[src/rtl/opf_pkg.sv]
`timescale 1ns / 1ps
// ----------------------------------------------------------------------------
// opf_pkg: shared types and constants of the Ogg page framer.
// Holds the parse and controller state types, the command and status
// structs, the page constants and the CRC and frame size functions.
// ----------------------------------------------------------------------------
package opf_pkg;

    localparam int MAX_PACKET_DEF = 4096;
    localparam int FCNT_W         = 16;
    localparam int SEG_W          = 8;
    localparam int LEN_W          = 17;
    localparam int HDR_LEN        = 27;

    localparam logic [31:0] CAPTURE  = 32'h4F676753;
    localparam logic [15:0] SERIAL   = 16'h7667;
    localparam logic [31:0] CRC_POLY = 32'h04C11DB7;
    localparam logic [31:0] SEQ_INIT = 32'd2;
    localparam logic [7:0]  REM_LAST = 8'd254;

    localparam logic CMD_FEED = 1'b0;
    localparam logic CMD_PULL = 1'b1;

    localparam logic [1:0] ERR_NONE = 2'd0;
    localparam logic [1:0] ERR_SIZE = 2'd1;
    localparam logic [1:0] ERR_DROP = 2'd2;

    typedef enum logic [1:0] {
        PH_SIZE,
        PH_SKIP,
        PH_DATA,
        PH_DROP
    } phase_t;

    typedef enum logic [1:0] {
        ST_IDLE,
        ST_CRC_RD,
        ST_CRC_CALC,
        ST_PULL
    } ctrl_state_t;

    typedef struct packed {
        logic feed;
        logic crc_step;
        logic emit;
    } opf_cmd_t;

    typedef struct packed {
        logic finish;
        logic crc_last;
        logic out_free;
    } opf_stat_t;

    function automatic logic [31:0] crc_byte(input logic [31:0] crc, input logic [7:0] b);
        logic [31:0] c;
        c = crc ^ {b, 24'd0};
        for (int k = 0; k < 8; k++) begin
            c = c[31] ? ((c << 1) ^ CRC_POLY) : (c << 1);
        end
        return c;
    endfunction

    function automatic logic [11:0] frame_samples(input logic [7:0] toc);
        logic [1:0] c;
        logic [11:0] r;
        c = toc[4:3];
        if (toc[7]) begin
            r = 12'd120 << c;
        end else if (toc[6:5] == 2'b11) begin
            r = toc[3] ? 12'd960 : 12'd480;
        end else if (c == 2'd3) begin
            r = 12'd2880;
        end else begin
            r = 12'd480 << c;
        end
        return r;
    endfunction

endpackage

[src/rtl/opf_ctrl.sv]
`timescale 1ns / 1ps
// ----------------------------------------------------------------------------
// opf_ctrl: sequencer of the Ogg page framer.
// Accepts words, runs the CRC pass over a finished page and waits for the
// result register to free up on a pull.
// ----------------------------------------------------------------------------
module opf_ctrl import opf_pkg::*;
(
    input  logic      clk,
    input  logic      rst_n,
    input  logic      in_valid,
    input  logic      cmd,
    input  opf_stat_t stat,
    output logic      in_stall,
    output opf_cmd_t  ctl
);

    ctrl_state_t state_reg, state_next;

    always_ff @(posedge clk or negedge rst_n)
    begin
        if (!rst_n)
        begin
            state_reg <= ST_IDLE;
        end
        else
        begin
            state_reg <= state_next;
        end
    end

    always_comb
    begin
        state_next = state_reg;
        in_stall   = 1'b1;
        ctl        = '0;
        case (state_reg)
            ST_IDLE:
            begin
                in_stall = 1'b0;
                if (in_valid)
                begin
                    if (cmd == CMD_FEED)
                    begin
                        ctl.feed = 1'b1;
                        if (stat.finish)
                        begin
                            state_next = ST_CRC_RD;
                        end
                    end
                    else
                    begin
                        state_next = ST_PULL;
                    end
                end
            end
            ST_CRC_RD:
            begin
                state_next = ST_CRC_CALC;
            end
            ST_CRC_CALC:
            begin
                ctl.crc_step = 1'b1;
                state_next   = stat.crc_last ? ST_IDLE : ST_CRC_RD;
            end
            ST_PULL:
            begin
                if (stat.out_free)
                begin
                    ctl.emit   = 1'b1;
                    state_next = ST_IDLE;
                end
            end
            default:
            begin
                state_next = ST_IDLE;
            end
        endcase
    end

endmodule

[config.mk]
export PLATFORM = sky130hd
export DESIGN_NAME = opf_ctrl
export DESIGN_NICKNAME = d
export VERILOG_FILES = /design/src/rtl/opf_pkg.sv /design/src/rtl/opf_ctrl.sv
export SDC_FILE = /design/constraint.sdc
export NUM_CORES = 1
export LEC_CHECK = 0
export ABC_AREA = 1
export BUFFER_PORTS_ARGS = -buffer_cell sky130_fd_sc_hd__buf_2
export CAP_MARGIN = 0
export CORE_AREA = 2 2 39 41
export CTS_CLUSTER_SIZE = 16
export DETAILED_ROUTE_END_ITERATION = 12
export DIE_AREA = 0 0 41 43
export PLACE_DENSITY = 0.4
export SETUP_SLACK_MARGIN = 0.2
export SLEW_MARGIN = 20
export SYNTH_ARGS = -nofsm -noshare
export SYNTH_HDL_FRONTEND = slang
export SYNTH_SLANG_ARGS = --single-unit
[constraint.sdc]
create_clock -name clk -period 1.8 [get_ports clk]
set_input_delay 0.09 -clock clk [delete_from_list [all_inputs] [get_ports clk]]
set_output_delay 0.09 -clock clk [all_outputs]
set_load 0.005 [all_outputs]
==> results.py <==
metrics = {
    "timing": {
        "finalHoldViolations": 0,
        "final.min_clock_period_ps": 1130,
        "max_freq_ghz": 0.886,
        "finalSetupViolations": 0,
        "drv_slew": 0,
        "relSlewSlack": 0.890,
        "skew_ps": 2.18,
        "worst_pin_slew_ps": 165,
        "timing.setup.tns_ps": 0,
        "post-route-period-util": 0.627,
        "rsz0062_at_grt": "no",
    },
    "detailed_routing": {
        "routed_via_density": 3.25,
        "drtIter0Drc": 4,
        "wl_per_cell_um": 6.53,
        "drc": 0,
        "drt-total-wl_um": 333,
        "num_vias": 166,
        "first_pass_iters": 2,
        "final_antenna_net_count": 0,
    },
    "placed_design": {
        "dp_hpwl_um": 260,
        "dpl_cell_area_um2": 206,
        "port_buffers": 10,
        "gp_congestion": 0.609,
    },
    "synth": {
        "synth_area_leaders": "dfrtp_1 (37%), nand2_1 (17%), inv_1 (11%)",
        "syn_area_um2": 136,
        "ys_seq_area_frac": 0.367,
        "synth-edff-count": 0,
        "synthFlopType": "dfrtp_1",
        "avgSynthCellArea_um2": 6.49,
        "async_flop_share": 1.00,
        "synth_top_area_share": 0.367,
        "syn-num-nets": 28,
        "yosysMostFrequentCell": "nand2_1",
        "yosys-top-cells-count": "nand2_1 (6), inv_1 (4), nor2_1 (3)",
        "post_synth_num_cell_types": 10,
        "yosysTopAreaCell": "dfrtp_1",
        "syn_inst": 21,
        "yosysWarnings": 0,
        "synth-seq-cells": 2,
    },
    "global_route": {
        "grt_max_degree": 6,
        "grtUsageTotal": 0.0502,
        "grt_pass1_vias": 165,
        "grt_pass1_wl_um": 496,
        "antenna_found_initial": 0,
        "overflow": 0,
    },
    "die": {
        "die_x_um": 41,
        "core_um2": 1380,
        "start_util": 0.0986,
        "io_pins": 11,
        "rows": 14,
        "die_h_um": 43,
        "fp.dieArea_um2": 1760,
    },
    "cts": {
        "cts_tree": "yes",
        "path_clk_slew_ps": 30,
        "clock_latency_ps": 230,
        "cts-root-buf": "clkbuf_4",
        "clock_sinks": 2,
        "numCtsBuffers": 3,
        "post-cts-setup-buffers": 0,
        "cts_buffer_depth": 2,
        "h-tree-depth": 1,
    },
    "setup_path": {
        "cp-end-kind": "output port",
        "start_kind": "register",
        "reg2reg_from": "state_reg[1]$_DFFE_PN0P_",
        "crit_required_ps": 1710,
        "worstPathMaxFanout": 5,
        "path_class": "reg -> out",
        "crit_path_end": "ctl[2]",
        "r2r_end": "state_reg[0]$_DFFE_PN0P_",
        "r2r_slack_ps": 930,
        "critPathLaunch": "state_reg[1]$_DFFE_PN0P_",
        "cp_data_arrival_time_ps": 1040,
        "r2r.worst_path.cells": 4,
    },
    "final_layout": {
        "drive_gt1_frac": 0.457,
        "area_growth_pct": 75.2,
        "nets": 44,
        "stdcell_area_um2": 239,
        "largest_reg_flops": 2,
        "n_antenna_cell": 0,
        "final.fill_count": 166,
    },
    "status": {
        "status": "completed",
    },
    "power_and_ir_drop": {
        "ir_drop_mv": 0.222,
        "power_density_nw_per_um2": 1420,
        "power.total_mw": 0.338,
        "power_leakage_nw": 0.139,
    },
    "job": {
        "max-cap-violations": 0,
    },
    "min_path": {
        "min_path_type": "in -> reg",
    },
}
[logic make-up after synthesis]
family / share of synthesized area
buffers and inverters: 0.138
AO/OA/AOI/OAI: 0.138
AND/OR/NAND/NOR: 0.358
flip-flops: 0.367
[power breakdown]
group	switching, mW	total [mW]	internal (mW)
Combinational	0.0744	0.139	0.0648
Clock	0.0271	0.101	0.0737
Sequential	0.0298	0.0983	0.0685
[routing by layer]
layer / vias to the layer above / track usage / part of all wire
li1: 92 / - / -
met1: 70 / 0.0322 / 0.32
met2: 4 / 0.0688 / 0.58
met3: 0 / 0.0314 / 0.099
met4: 0 / 0.0800 / 0
met5: - / 0 / 0
[worst min-delay path by stage]
| stage | startpoint | to | slack (ps) | depth (start not counted) |
|---|---|---|---|---|
| after floorplan | rst_n | state_reg[0]$_DFFE_PN0P_ | -210 | 0 |
| after global placement | rst_n | state_reg[0]$_DFFE_PN0P_ | -120 | 1 |
| after detailed placement | rst_n | state_reg[0]$_DFFE_PN0P_ | -120 | 1 |
| final | stat[1] | state_reg[0]$_DFFE_PN0P_ | 140 | 4 |
| after global routing | stat[1] | state_reg[0]$_DFFE_PN0P_ | 180 | 4 |
| after CTS | stat[1] | state_reg[0]$_DFFE_PN0P_ | 140 | 4 |
[timing repair]
action,in CTS,in global routing
resized for setup,0,0
hold buffers,1,0
endpoints found under the hold margin,2,0
[through the flow]
step	hold slack [ps]	std cells	util	setup WS [ps]
2_1_floorplan	-206	21	-	988
3_3_place_gp	-121	47	0.149	910
3_5_place_dp	-119	47	0.149	900
4_1_cts	139	51	0.173	651
5_1_grt	179	51	0.173	573
6_report	143	51	0.173	671
[cells in the final DEF, fill, tap and decap left out]
cell type and count:
o21ai_0 1, dfrtp_1 2, nand3_1 1, nor2_1 3
inv_2 1, nor3_2 1, clkbuf_4 3, buf_2 10
a21oi_2 1, a21oi_1 1, dlygate4sd3_1 1, nand2_1 6
inv_1 4
[final cells by class]
type | instances | area (µm²) | area share
clock buffer | 3 | 22.5 | 0.0942
inverter | 5 | 18.8 | 0.0785
multi-input combinational | 14 | 67.6 | 0.283
sequential | 2 | 50.0 | 0.209
tap | 16 | 20.0 | 0.0838
timing repair buffer | 11 | 60.1 | 0.251
[worst max-delay path, stage by stage, from the launching register on]
cell	delay, ps
dfrtp_1	410
nor2_1	150
inv_1	60
nor2_1	80
buf_2	110
Power figures use the tool's default switching activity.
